File: config.mk
export PLATFORM = sky130hd
export DESIGN_NAME = base32_text_decoder_core
export DESIGN_NICKNAME = d
export VERILOG_FILES = /design/src/design/b32td_pkg.sv /design/src/design/base32_text_decoder_core.sv
export SDC_FILE = /design/constraint.sdc
export NUM_CORES = 1
export LEC_CHECK = 0
export BUFFER_PORTS_ARGS = -buffer_cell sky130_fd_sc_hd__buf_2
export CORE_MARGIN = 5
export CORE_UTILIZATION = 55
export CTS_BUF_LIST = sky130_fd_sc_hd__clkbuf_8 sky130_fd_sc_hd__clkbuf_16
export DETAILED_ROUTE_END_ITERATION = 7
export HOLD_SLACK_MARGIN = 0.06
export PLACE_DENSITY = 0.72
export SLEW_MARGIN = 0
export SYNTH_ARGS = -nofsm -noshare
export SYNTH_HDL_FRONTEND = slang
export SYNTH_SLANG_ARGS = --single-unit
File: constraint.sdc
create_clock -name clk_i -period 8.6 [get_ports clk_i]
set_clock_uncertainty 0.2 [all_clocks]
set_input_delay 1.29 -clock clk_i [delete_from_list [all_inputs] [get_ports clk_i]]
set_output_delay 1.29 -clock clk_i [all_outputs]
set_load 0.005 [all_outputs]
File: src/design/b32td_pkg.sv
// Package for the Base32 text decoder: character codes, symbol classes and the classifier.
package b32td_pkg;

  localparam logic [7:0] CharSpace = 8'h20;
  localparam logic [7:0] CharTab   = 8'h09;
  localparam logic [7:0] CharLf    = 8'h0A;
  localparam logic [7:0] CharCr    = 8'h0D;
  localparam logic [7:0] CharPad   = 8'h3D;
  localparam logic [7:0] CharZero  = 8'h30;
  localparam logic [7:0] CharUpO   = 8'h4F;
  localparam logic [7:0] CharOne   = 8'h31;
  localparam logic [7:0] CharUpL   = 8'h4C;
  localparam logic [7:0] CharEight = 8'h38;
  localparam logic [7:0] CharUpB   = 8'h42;
  localparam logic [7:0] CharUpA   = 8'h41;
  localparam logic [7:0] CharUpZ   = 8'h5A;
  localparam logic [7:0] CharLoA   = 8'h61;
  localparam logic [7:0] CharLoZ   = 8'h7A;
  localparam logic [7:0] CharTwo   = 8'h32;
  localparam logic [7:0] CharSeven = 8'h37;
  localparam logic [7:0] DigitBase = 8'h32 - 8'd26;
  localparam logic [4:0] Mask5     = 5'h1F;

  typedef enum logic [1:0] {
    SYM_SKIP,
    SYM_DATA,
    SYM_BAD
  } sym_kind_e;

  typedef struct packed {
    sym_kind_e  kind;
    logic [4:0] value;
  } sym_t;

  typedef struct packed {
    logic [7:0] data_byte;
    logic       byte_valid;
    logic       bad_char;
    logic       message_done;
  } result_t;

  function automatic sym_t classify(input logic [7:0] c_in);
    sym_t       s;
    logic [7:0] c;
    logic [7:0] d;
    s.kind  = SYM_BAD;
    s.value = '0;
    c = c_in;
    if (c == CharZero) begin
      c = CharUpO;
    end else if (c == CharOne) begin
      c = CharUpL;
    end else if (c == CharEight) begin
      c = CharUpB;
    end
    d = c - DigitBase;
    if (c_in == CharSpace || c_in == CharTab || c_in == CharLf || c_in == CharCr ||
        c_in == CharPad) begin
      s.kind = SYM_SKIP;
    end else if ((c >= CharUpA && c <= CharUpZ) || (c >= CharLoA && c <= CharLoZ)) begin
      s.kind  = SYM_DATA;
      s.value = (c[4:0] & Mask5) - 5'd1;
    end else if (c >= CharTwo && c <= CharSeven) begin
      s.kind  = SYM_DATA;
      s.value = d[4:0];
    end
    return s;
  endfunction

endpackage

File: src/design/base32_text_decoder_core.sv
// Streaming Base32 text decoder core: input register, decode step and two-entry result buffer.
// One character is accepted per cycle unless the result buffer is full. Each character is captured in
// an input register, then classified and merged into a residue of up to 7 bits once the result
// buffer has room; a result beat (a decoded byte, or the end-of-message status) lands in a two-entry
// output buffer, and throughput is one character per cycle as long as the
// consumer keeps up. White space and '=' are skipped, '0', '1' and '8' are read as 'O', 'L' and
// 'B', and any other non-Base32 character sets bad_char for the rest of the message. Leftover
// bits are dropped at the end-of-message beat, which always yields a result.
module base32_text_decoder_core (
  input  logic       clk_i,
  input  logic       rst_ni,
  input  logic       in_valid_i,
  output logic       in_ready_o,
  input  logic [7:0] char_in_i,
  input  logic       end_of_message_i,
  output logic       out_valid_o,
  input  logic       out_ready_i,
  output logic [7:0] data_byte_o,
  output logic       byte_valid_o,
  output logic       bad_char_o,
  output logic       message_done_o
);
  import b32td_pkg::*;

  // Input register.
  logic       in_valid_q;
  logic [7:0] char_q;
  logic       eom_q;

  // Decoder state.
  logic [6:0] residue_bits_q, residue_bits_d;
  logic [2:0] residue_count_q, residue_count_d;
  logic       error_q, error_d;

  // Result buffer: head register and skid register.
  logic    out_valid_q, skid_valid_q;
  result_t out_q, skid_q;

  logic    pop, fire;
  logic    push;
  result_t res;
  sym_t    sym;

  logic [11:0] acc;
  logic [3:0]  n_full;
  logic [3:0]  n_left;
  logic [11:0] acc_shift;
  logic [7:0]  mask_wide;
  logic        have_byte;

  assign pop        = out_valid_q & out_ready_i;
  assign fire       = in_valid_q & (~skid_valid_q | pop);
  assign in_ready_o = ~in_valid_q | fire;

  always_comb begin
    sym       = classify(char_q);
    acc       = {residue_bits_q, 5'(sym.value & Mask5)};
    n_full    = {1'b0, residue_count_q} + 4'd5;
    have_byte = 1'b0;
    n_left    = n_full;
    if (n_full >= 4'd8) begin
      have_byte = 1'b1;
      n_left    = n_full - 4'd8;
    end
    acc_shift = acc >> (have_byte ? n_left : 4'd0);
    mask_wide = (8'd1 << n_left[2:0]) - 8'd1;

    residue_bits_d  = residue_bits_q;
    residue_count_d = residue_count_q;
    error_d         = error_q;
    res             = '0;
    if (!error_q) begin
      case (sym.kind)
        SYM_BAD: begin
          error_d = 1'b1;
        end
        SYM_DATA: begin
          residue_count_d = n_left[2:0];
          residue_bits_d  = acc[6:0] & mask_wide[6:0];
          res.byte_valid  = have_byte;
          res.data_byte   = have_byte ? acc_shift[7:0] : 8'h00;
        end
        default: begin
        end
      endcase
    end
    res.bad_char     = error_d;
    res.message_done = eom_q;
    push             = fire & (res.byte_valid | eom_q);
    if (fire && eom_q) begin
      residue_bits_d  = '0;
      residue_count_d = '0;
      error_d         = 1'b0;
    end else if (!fire) begin
      residue_bits_d  = residue_bits_q;
      residue_count_d = residue_count_q;
      error_d         = error_q;
    end
  end

  always_ff @(posedge clk_i or negedge rst_ni) begin
    if (!rst_ni) begin
      in_valid_q      <= 1'b0;
      residue_bits_q  <= '0;
      residue_count_q <= '0;
      error_q         <= 1'b0;
      out_valid_q     <= 1'b0;
      skid_valid_q    <= 1'b0;
    end else begin
      if (in_ready_o) begin
        in_valid_q <= in_valid_i;
      end
      residue_bits_q  <= residue_bits_d;
      residue_count_q <= residue_count_d;
      error_q         <= error_d;
      if (push) begin
        if (!skid_valid_q && (!out_valid_q || pop)) begin
          out_valid_q <= 1'b1;
        end else if (skid_valid_q && pop) begin
          skid_valid_q <= 1'b1;
        end else begin
          skid_valid_q <= 1'b1;
        end
      end else if (pop) begin
        if (skid_valid_q) begin
          skid_valid_q <= 1'b0;
        end else begin
          out_valid_q <= 1'b0;
        end
      end
    end
  end

  // Payload registers carry no reset.
  always_ff @(posedge clk_i) begin
    if (in_ready_o && in_valid_i) begin
      char_q <= char_in_i;
      eom_q  <= end_of_message_i;
    end
    if (push) begin
      if (!skid_valid_q && (!out_valid_q || pop)) begin
        out_q <= res;
      end else if (skid_valid_q && pop) begin
        out_q  <= skid_q;
        skid_q <= res;
      end else begin
        skid_q <= res;
      end
    end else if (pop && skid_valid_q) begin
      out_q <= skid_q;
    end
  end

  assign out_valid_o    = out_valid_q;
  assign data_byte_o    = out_q.data_byte;
  assign byte_valid_o   = out_q.byte_valid;
  assign bad_char_o     = out_q.bad_char;
  assign message_done_o = out_q.message_done;

  // The skid entry is only ever filled behind an occupied head.
  a_skid_behind_head: assert property (@(posedge clk_i) disable iff (!rst_ni)
    skid_valid_q |-> out_valid_q)
    else $error("skid entry valid while head is empty");

  // A decoded byte can only come from a message with no error so far.
  a_byte_no_error: assert property (@(posedge clk_i) disable iff (!rst_ni)
    (out_valid_o && byte_valid_o) |-> !bad_char_o)
    else $error("decoded byte reported together with bad_char");

  // A beat without a byte exists only to close a message.
  a_empty_beat_done: assert property (@(posedge clk_i) disable iff (!rst_ni)
    (out_valid_o && !byte_valid_o) |-> (message_done_o && data_byte_o == 8'h00))
    else $error("result beat carries neither a byte nor the end marker");

  // The end marker clears all decoder state.
  a_eom_clears: assert property (@(posedge clk_i) disable iff (!rst_ni)
    (fire && eom_q) |=> (residue_count_q == 3'd0 && !error_q && residue_bits_q == 7'd0))
    else $error("decoder state not cleared after end of message");

endmodule

Yosys cells after proc, flatten, opt, wreduce, memory -nomap -nowiden
Index checks and enable logic that the tools add are counted.
{"block": "op_classes", "addsub": 5, "magnitude_cmp": 7, "eq_ne": 14, "shift": 2, "n_mux": 35, "n_bitwise": 10, "n_reduce_logical": 22}
{"op": "$mux W7", "count": 6}
{"op": "$eq A8 B6 Y1 const B", "count": 5}
{"op": "$mux W11", "count": 3}
{"op": "$mux W8", "count": 4}
{"op": "$eq A8 B4 Y1 const B", "count": 3}
{"op": "$mux W9", "count": 2}
{"op": "$ge A8 B7 Y1 const B", "count": 2}
{"op": "$le A8 B7 Y1 const B", "count": 2}
{"op": "$mux W1", "count": 12}
{"op": "$mux W3", "count": 4}
{"op": "$shr A12 B4 Y8", "count": 1}
{"op": "$ge A8 B6 Y1 const B", "count": 1}
{"op": "$le A8 B6 Y1 const B", "count": 1}
{"op": "$mux W4", "count": 2}
{"op": "$and A7 B7 Y7", "count": 1}
{"op": "$logic_and A1 B1 Y1", "count": 7}
{"op": "$shl A1 B3 Y7 const A", "count": 1}
{"op": "$sub A7 B1 Y7 const B", "count": 1}
{"op": "$logic_or A1 B1 Y1", "count": 6}
{"op": "$ne A2 B1 Y1 const B", "count": 3}
{"op": "$reduce_and A3 Y1", "count": 2}
{"op": "$reduce_bool A2 Y1", "count": 3}
{"op": "$mux W5", "count": 1}
{"op": "$sub A5 B1 Y5 const B", "count": 1}
{"op": "13 further kinds", "count": 21}
{"block": "word_totals", "regBits": 45, "input_bits": 13, "word_cells": 111}

Depth between registers and ports, before layout
Gate-level depths: netlist of run 1.
{"block": "logic_depth", "depth_word": 17, "depth_mapped": 16, "depth_no_buf": 14}

Worst setup path before layout of run 1
OpenSTA, ideal clock, no wires.
{"block": "synth_path", "path_type": "register to register", "start": "reg char_q[1]", "end": "reg skid_q[0] in the netlist's numbering (enable)", "setup_time_ns": 0.352, "arrival_time_ns": 2.960, "required_time_ns": 8.048, "slack_ns": 5.088, "stages_incl_launch_ff": 13, "n_path_buf": 1, "path_cell_list": "edfxtp_1 buf_2 or2_1 nor3_1 xnor2_1 ha_1 nand2b_1 a31o_1 a221oi_4 o21a_4 nand2_4 inv_6 o2111a_1"}
{"element": "start: declaration", "line_no": "base32_text_decoder_core.sv:27", "source": "logic [7:0] char_q;"}
{"element": "start signal: assignment", "line_no": "base32_text_decoder_core.sv:137", "source": "char_q <= char_in_i;"}
{"element": "end signal: assignment", "line_no": "base32_text_decoder_core.sv:145", "source": "skid_q <= res;"}
{"element": "end signal: assignment", "line_no": "base32_text_decoder_core.sv:147", "source": "skid_q <= res;"}
{"element": "end: declaration", "line_no": "base32_text_decoder_core.sv:37", "source": "result_t out_q, skid_q;"}

==> reports/qor.log, run 1 <==
[outcome] run status completed
[placed_design] HPWL after detailed placement 4.793 mm
[timing] maximum clock frequency 253.7 MHz
[routing] final wirelength 6.512 mm
[timing] fin crit share 45.82%
[power_and_ir_drop] clock network power share 19.3%
[yosys] Synth Flop Type edfxtp_1
[setup_path] Crit path largest cell delay 0.54 ns
[timing] Hold Violations, Final 0
[power_and_ir_drop] Lkg Pwr 1.319 nW
[yosys] share of async-settable or async-resettable flops after synthesis 31.11%
[min_path] type of the worst min-delay path flip-flop to flip-flop
[power_and_ir_drop] Max rail drop VDD 0.09839 mV
[placed_design] instance area at placement 3060 sq um
[routing] Residual DRC 0
[cts] clock-pin slew reported for the worst setup and hold paths after clock tree synthesis 0.09 ns
[layout] share of cells above drive strength 1 16.26%
[setup_path] highest-delay cell along the critical path edfxtp_1
[power_and_ir_drop] Sw Share 38.47%
[floorplan] placement row count 26
[timing] Finish-stage setup viols 0
[yosys] share of the yosys chip area belonging to registers 40.24%
[yosys] count of flip-flops with a built-in enable after synthesis 20
[floorplan] full die area 6846 sq um
[cts] clock buffer count from CTS 5
[layout] diode count 0
[layout] Total Nets Final 349
[routing] total vias in the final route 2384
[cts] count of instances resized after the clock tree is built 0
[setup_path] Crit. End Element flip-flop
[cts] number of buffers added to fix hold violations after cts 0
[cts] root buffer cell clkbuf_8
[setup_path] worst endpoint data arrival time 3.69 ns
[floorplan] die outline width 82.74 microns
[cts] buffers inserted by post-CTS timing repair 0
[yosys] Yosys warnings 0
[yosys] FF+latch count, synth 45
[yosys] Gate Count Post-Synth 306
[timing] relative slew slack 34.03%
[timing] setup_tns 0 ns
[timing] RSZ-0062 raised after global routing no
[global_routing] total gr overflow 0
[job] reported max-cap violation count 0
[yosys] Syn Area/Cell 9.511 sq um
[timing] number of pins exceeding their max-slew limit in the final report 0
[timing] post-layout min period 3.941 ns
[floorplan] I/O pin count 26
[routing] final routed wire length divided by cell count 16.44 microns
[cts] maximum clock insertion buffer count 2
[floorplan] effective utilization at floorplan 56.62%
[global_routing] gr usage total 20.87%
[routing] vias per cell 6.020
[power_and_ir_drop] switching power 0.0003019 W
[global_routing] GR Util met3 4.230%
[yosys] post-synthesis instance area 2910 sq um
[cts] clock latency reported for the late side of the worst-skew pair 0.31 ns
[floorplan] Core Box Area 5140 sq um
[floorplan] Die Ht 82.74 microns
[routing] post-route ant nets 0
[routing] first-pass iteration count of the detailed router 5
[routing] number of DRC markers after the initial detailed-route iteration 165
[layout] post-synthesis to final-layout area growth 8.771%
[setup_path] crit path launch type flip-flop
[yosys] count of unique library cells instantiated by Yosys 64
[power_and_ir_drop] Gate power share 40.1%
[global_routing] global-route track usage on met1 27.75%
[cts] deepest level of the CTS H-tree 2
[layout] fin area 3166 sq um
[yosys] net count after synthesis 330
[placed_design] final estimated routing congestion in global placement 0.8876
[cts] CTS sink count 45
[setup_path] endpoint required time on the critical path 8.35 ns
[placed_design] number of port buffers 25
[setup_path] worst path cell trace or2_1, nor3_1, xnor2_1, ha_1, nand2b_1, a31o_1, a221oi_4, o21a_4, nand2_4, inv_6, o2111a_1
[power_and_ir_drop] power per standard cell area 247.8 nW/um^2
[global_routing] busiest layer in global routing met2
[layout] commonest cells after routing, fill and taps aside 43 x nand2_1, 25 x buf_2, 20 x nor2_1, 20 x edfxtp_1, 19 x a21oi_1
[global_routing] global-route met2 utilization 33.17%
[global_routing] initial antenna violation count 0
[global_routing] global-route wire length before repair 10.86 mm
[global_routing] largest net degree at the start of global routing 19
[setup_path] largest driver fanout on the critical path 12
[setup_path] kind of critical path flip-flop to flip-flop
[power_and_ir_drop] internal cell power 0.0004827 W
[timing] slew at the pin closest to its max-slew limit 0.9876 ns
[cts] CTS tree built
[layout] commonest non-fill, non-tap cell in the layout nand2_1
[global_routing] via count of the first global-routing pass 2235
[power_and_ir_drop] part of the power in registers 40.6%
-- path summary, 6_finish.rpt --
path / startpoint / end / slack, ns / cells past startpoint
setup / recovery: char_q[1]$_DFFE_PP_ / skid_q[10]$_DFFE_PP_ / 4.66 / 11
hold / removal: error_q$_DFFE_PN0P_ / error_q$_DFFE_PN0P_ / 0.33 / 2
setup reg to reg: char_q[1]$_DFFE_PP_ / skid_q[10]$_DFFE_PP_ / 4.66 / 11
hold reg to reg: error_q$_DFFE_PN0P_ / error_q$_DFFE_PN0P_ / 0.33 / 2
max in group asynchronous: rst_ni / error_q$_DFFE_PN0P_ / 7.23 / 1
min in group asynchronous: rst_ni / residue_count_q[0]$_DFFE_PN0P_ / 0.69 / 1
-- Yosys cell counts (9+ instances only) --
| library cell | number | share of area, % |
|---|---|---|
| nand2_1 | 43 | 5.5 |
| dfrtp_1 | 14 | 12 |
| nor2_1 | 20 | 2.6 |
| o21ai_0 | 14 | 2.4 |
| dfxtp_1 | 11 | 7.6 |
| edfxtp_1 | 20 | 21 |
| nor3_1 | 9 | 1.5 |
| inv_1 | 14 | 1.8 |
| ha_1 | 11 | 4.7 |
| mux2i_1 | 14 | 4.8 |
| a21oi_1 | 19 | 3.3 |
-- power groups by stage --
| stage | combinational [W] | clock [W] | sequential, W |
|---|---|---|---|
| 2_1_floorplan | 0.000244 | 0 | 0.000307 |
| 3_3_place_gp | 0.000308 | 0 | 0.000320 |
| 3_5_place_dp | 0.000312 | 0 | 0.000323 |
| 4_1_cts | 0.000313 | 0.000152 | 0.000318 |
| 5_1_grt | 0.000351 | 0.000162 | 0.000326 |
| 6_report | 0.000315 | 0.000151 | 0.000318 |
-- worst max-delay path: cells and delay by family, from the launching register on --
family,cells,cell delay (ns)
AOI/OAI and AO/OA,4,1.47
xor gates and xnor gates,1,0.26
adders and majority gates,1,0.22
buffers and inverters,1,0.10
DFF,1,0.54
and+or+nand+nor,4,0.78
-- cell families (layout without fill, tap and decap cells) --
| kind of cell | Yosys count | count (layout) | share of synthesized area, % |
|---|---|---|---|
| flip-flops | 45 | 45 | 40.24 |
| XOR/XNOR | 8 | 8 | 2.408 |
| AND/OR/NAND/NOR | 105 | 105 | 17.88 |
| multiplexers | 21 | 21 | 7.524 |
| adder cells (fa/ha/maj) | 11 | 11 | 4.729 |
| buffers and inverters | 28 | 48 | 4.256 |
| AO/OA/AOI/OAI | 88 | 88 | 22.96 |
-- stage by stage --
stage / cells / hold WS, ns / worst slack [ns] / total power (W) / utilization (%)
after floorplan: 306 / 0.2701 / 5.088 / 0.0005510 / -
after global placement: 388 / 0.3006 / 4.776 / 0.0006275 / 59.54
after detailed placement: 388 / 0.3173 / 4.663 / 0.0006344 / 59.54
after CTS: 396 / 0.3344 / 4.654 / 0.0007839 / 61.59
after global routing: 396 / 0.3645 / 4.375 / 0.0008386 / 61.59
final: 396 / 0.3280 / 4.659 / 0.0007846 / 61.59
-- sequential cells by signal, summed over array words and instances (netlist names) --
signal / cells
bad_char_o: 1
byte_valid_o: 1
char_q: 8
data_byte_o: 8
eom_q: 1
error_q: 1
in_valid_q: 1
message_done_o: 1
out_valid_o: 1
residue_bits_q: 7
residue_count_q: 3
skid_q: 11
skid_valid_q: 1
-- routing by layer --
metal / part of all wire, % / up-vias
met5: 0 / -
met4: 2.7 / 0
met3: 6.7 / 20
met2: 46 / 87
met1: 45 / 1111
li1: - / 1166
-- area by class of cell --
| cell class | count | area, sq um |
|---|---|---|
| Tap cell | 70 | 87.58 |
| Timing Repair Buffer | 25 | 125.1 |
| Sequential cell | 45 | 1171 |
| Clock buffer | 6 | 93.84 |
| Inverter | 15 | 61.31 |
| Multi-Input combinational cell | 233 | 1615 |
| Clock inverter | 2 | 11.26 |
| Fill cell | 450 | 1974 |
Note: power is estimated with default switching activity, not from simulation.
==> run 2: changes to the inputs <==
CORE_UTILIZATION = 54   (was 55)
PLACE_DENSITY = 0.73   (was 0.72)
clock period = 3.6 ns   (was 8.6 ns; I/O delays follow)
==> run 2 against run 1 <==
Net effect: maximum frequency grew 15%; wire length up 2.5%; power is 140% higher; worst hold slack got worse by 0.12 ns; die area up 1.6%; first-iteration DRC count decreased by 0.61%; via count is 1.6% higher; register-to-register slack lost 4.5 ns; setup slack worse by 4.5 ns; critical path type unchanged.
==> reports/qor.log, run 2 (synthesis results as in run 1) <==
[cts] clock buffer count from CTS 5 [unchanged]
[placed_design] HPWL after detailed placement 4.850 mm [was 4.793 mm]
[min_path] type of the worst min-delay path primary input to flip-flop [was flip-flop to flip-flop]
[global_routing] total gr overflow 0 [unchanged]
[floorplan] Die Ht 83.41 microns [was 82.74 microns]
[cts] CTS tree built [unchanged]
[setup_path] critical register-to-register path endpoint data_byte_o[1]$_DFF_P_ [was skid_q[10]$_DFFE_PP_]
[layout] commonest non-fill, non-tap cell in the layout nand2_1 [unchanged]
[power_and_ir_drop] Lkg Pwr 1.428 nW [was 1.319 nW]
[timing] Hold Violations, Final 0 [unchanged]
[placed_design] Post-Place Worst Slack 0.04945 ns [was 4.663 ns]
[floorplan] placement row count 26 [unchanged]
[timing] relative slew slack 58.85% [was 34.03%]
[job] reported max-cap violation count 0 [unchanged]
[power_and_ir_drop] part of the power in registers 39.0% [was 40.6%]
[timing] post-layout min period 3.415 ns [was 3.941 ns]
[timing] number of pins exceeding their max-slew limit in the final report 0 [unchanged]
[power_and_ir_drop] internal cell power 0.001189 W [was 0.0004827 W]
[floorplan] full die area 6957 sq um [was 6846 sq um]
[routing] vias per cell 5.876 [was 6.020]
[timing] Worst Setup Slack, final 0.1846 ns [was 4.659 ns]
[routing] final routed wire length divided by cell count 16.20 microns [was 16.44 microns]
[power_and_ir_drop] Sw Share 38.02% [was 38.47%]
[layout] share of cells above drive strength 1 21.93% [was 16.26%]
[timing] maximum clock frequency 292.8 MHz [was 253.7 MHz]
[setup_path] launch instance of the worst register-to-register path char_q[6]$_DFFE_PP_ [was char_q[1]$_DFFE_PP_]
[cts] maximum clock insertion buffer count 2 [unchanged]
[floorplan] die outline width 83.41 microns [was 82.74 microns]
[layout] number of fill cells in the layout 426 [was 450]
[placed_design] final estimated routing congestion in global placement 0.9494 [was 0.8876]
[timing] fin crit share 94.87% [was 45.82%]
[setup_path] Crit. End Element flip-flop [unchanged]
[setup_path] endpoint required time on the critical path 3.58 ns [was 8.35 ns]
[layout] Top reg by flops skid_q [unchanged]
[setup_path] R2R cell count 14 [was 11]
[cts] deepest level of the CTS H-tree 2 [unchanged]
[routing] first-pass iteration count of the detailed router 4 [was 5]
[routing] final wirelength 6.674 mm [was 6.512 mm]
[layout] fin area 3356 sq um [was 3166 sq um]
[min_path] number of cells on the worst hold path 1 [was 2]
[layout] final core utilization 64.88% [was 61.59%]
[min_path] Worst Hold Launch char_in_i[2] [was error_q$_DFFE_PN0P_]
[setup_path] largest driver fanout on the critical path 17 [was 12]
[floorplan] Core Box Area 5172 sq um [was 5140 sq um]
[routing] number of DRC markers after the initial detailed-route iteration 164 [was 165]
[placed_design] number of port buffers 25 [unchanged]
[timing] hold_ws 0.2090 ns [was 0.3280 ns]
[cts] root buffer cell clkbuf_8 [unchanged]
[power_and_ir_drop] Max rail drop VDD 0.2604 mV [was 0.09839 mV]
[setup_path] minimum setup slack among reg-to-reg paths 0.18 ns [was 4.66 ns]
[layout] Total Nets Final 365 [was 349]
[floorplan] I/O pin count 26 [unchanged]
[global_routing] via count of the first global-routing pass 2368 [was 2235]
[layout] diode count 0 [unchanged]
[layout] post-layout instance count excluding filler cells 412 [was 396]
[outcome] run status completed [unchanged]
[setup_path] kind of critical path flip-flop to flip-flop [unchanged]
[layout] commonest cells after routing, fill and taps aside 43 x nand2_1, 25 x buf_2, 20 x edfxtp_1 [was 43 x nand2_1, 25 x buf_2, 20 x nor2_1, 20 x edfxtp_1, 19 x a21oi_1]
[routing] post-route ant nets 0 [unchanged]
[floorplan] effective utilization at floorplan 56.27% [was 56.62%]
[setup_path] worst endpoint data arrival time 3.40 ns [was 3.69 ns]
[global_routing] largest net degree at the start of global routing 19 [unchanged]
[timing] slew at the pin closest to its max-slew limit 0.6092 ns [was 0.9876 ns]
[power_and_ir_drop] power per standard cell area 571.6 nW/um^2 [was 247.8 nW/um^2]
[global_routing] global-route wire length before repair 11.23 mm [was 10.86 mm]
[power_and_ir_drop] clock network power share 18.5% [was 19.3%]
[routing] total vias in the final route 2421 [was 2384]
[timing] Finish-stage setup viols 0 [unchanged]
[power_and_ir_drop] Gate power share 42.5% [was 40.1%]
[cts] CTS sink count 45 [unchanged]
[cts] clock latency reported for the late side of the worst-skew pair 0.30 ns [was 0.31 ns]
[placed_design] placed instance count 401 [was 388]
[cts] clock-pin slew reported for the worst setup and hold paths after clock tree synthesis 0.08 ns [was 0.09 ns]
[layout] post-synthesis to final-layout area growth 15.31% [was 8.771%]
[min_path] endpoint of the worst hold-timing path char_q[2]$_DFFE_PP_ [was error_q$_DFFE_PN0P_]
[setup_path] crit path launch type flip-flop [unchanged]
[global_routing] gr usage total 19.43% [was 20.87%]
[placed_design] instance area at placement 3158 sq um [was 3060 sq um]
[power_and_ir_drop] switching power 0.0007294 W [was 0.0003019 W]
[layout] max reg flops 11 [unchanged]
[global_routing] initial antenna violation count 0 [unchanged]
[routing] Residual DRC 0 [unchanged]
==> run 2: layer usage <==
metal  vias to the layer above  global-route usage (%)  part of all wire, %
li1                       1204                       -                    -
met1                      1134                   25.82                   44
met2                        74                   31.92                   48
met3                         9                   3.465                  6.2
met4                         0                   6.579                  1.5
met5                         -                       0                    0
==> run 2: worst max-delay path by stage <==
stage,to,startpoint,slack [ns]
6_report,data_byte_o[1]$_DFF_P_,char_q[6]$_DFFE_PP_,0.18
5_1_grt,data_byte_o[1]$_DFF_P_,char_q[6]$_DFFE_PP_,-0.02
4_1_cts,skid_q[7]$_DFFE_PP_,char_q[6]$_DFFE_PP_,0.01
3_5_place_dp,skid_q[7]$_DFFE_PP_,char_q[6]$_DFFE_PP_,0.05
3_3_place_gp,skid_q[7]$_DFFE_PP_,char_q[6]$_DFFE_PP_,0.13
2_1_floorplan,skid_q[0]$_DFFE_PP_,char_q[1]$_DFFE_PP_,0.09
==> run 2: worst max-delay path, stage by stage (launching register included) <==
cell	delay, ns
edfxtp_1	0.44
nand4bb_4	0.29
nor3_4	0.26
xnor2_2	0.18
ha_1	0.20
nand2b_1	0.06
a31o_1	0.27
a221oi_4	0.42
o21a_4	0.22
nand2_4	0.09
inv_6	0.10
o21ai_4	0.08
buf_12	0.18
nor4_1	0.21
a21oi_1	0.11
==> run 2: cell type report <==
cell class,count,area (sq um),area share [%]
clock inverters,2,8.758,0.2610
repair buffers,40,252.7,7.532
multi-input cells,234,1680,50.07
inverters,15,61.31,1.827
clock buffers,6,93.84,2.796
well taps,70,87.58,2.610
flip-flops and latches,45,1171,34.90
==> run 2: power by group through the flow <==
stage	sequential, W	combinational (W)	clock (W)
after global routing	0.000769	0.000910	0.000383
after global placement	0.000752	0.000764	0
after CTS	0.000747	0.000782	0.000356
after detailed placement	0.000758	0.000776	0
after floorplan	0.000734	0.000582	0
final	0.000749	0.000816	0.000354
==> run 2: through the flow <==
stage	total power [W]	setup TNS, ns
global placement	0.001516	0
floorplan	0.001316	0
global route	0.002062	-0.02591
detailed placement	0.001535	0
CTS	0.001886	0
finish	0.001918	0
==> run 2: timing repair <==
action	4_1_cts	5_1_grt
endpoints found under the hold margin	14	0
setup endpoints to repair	0	27
setup buffers	0	1
hold buffers	1	0
gates resized for setup	0	10
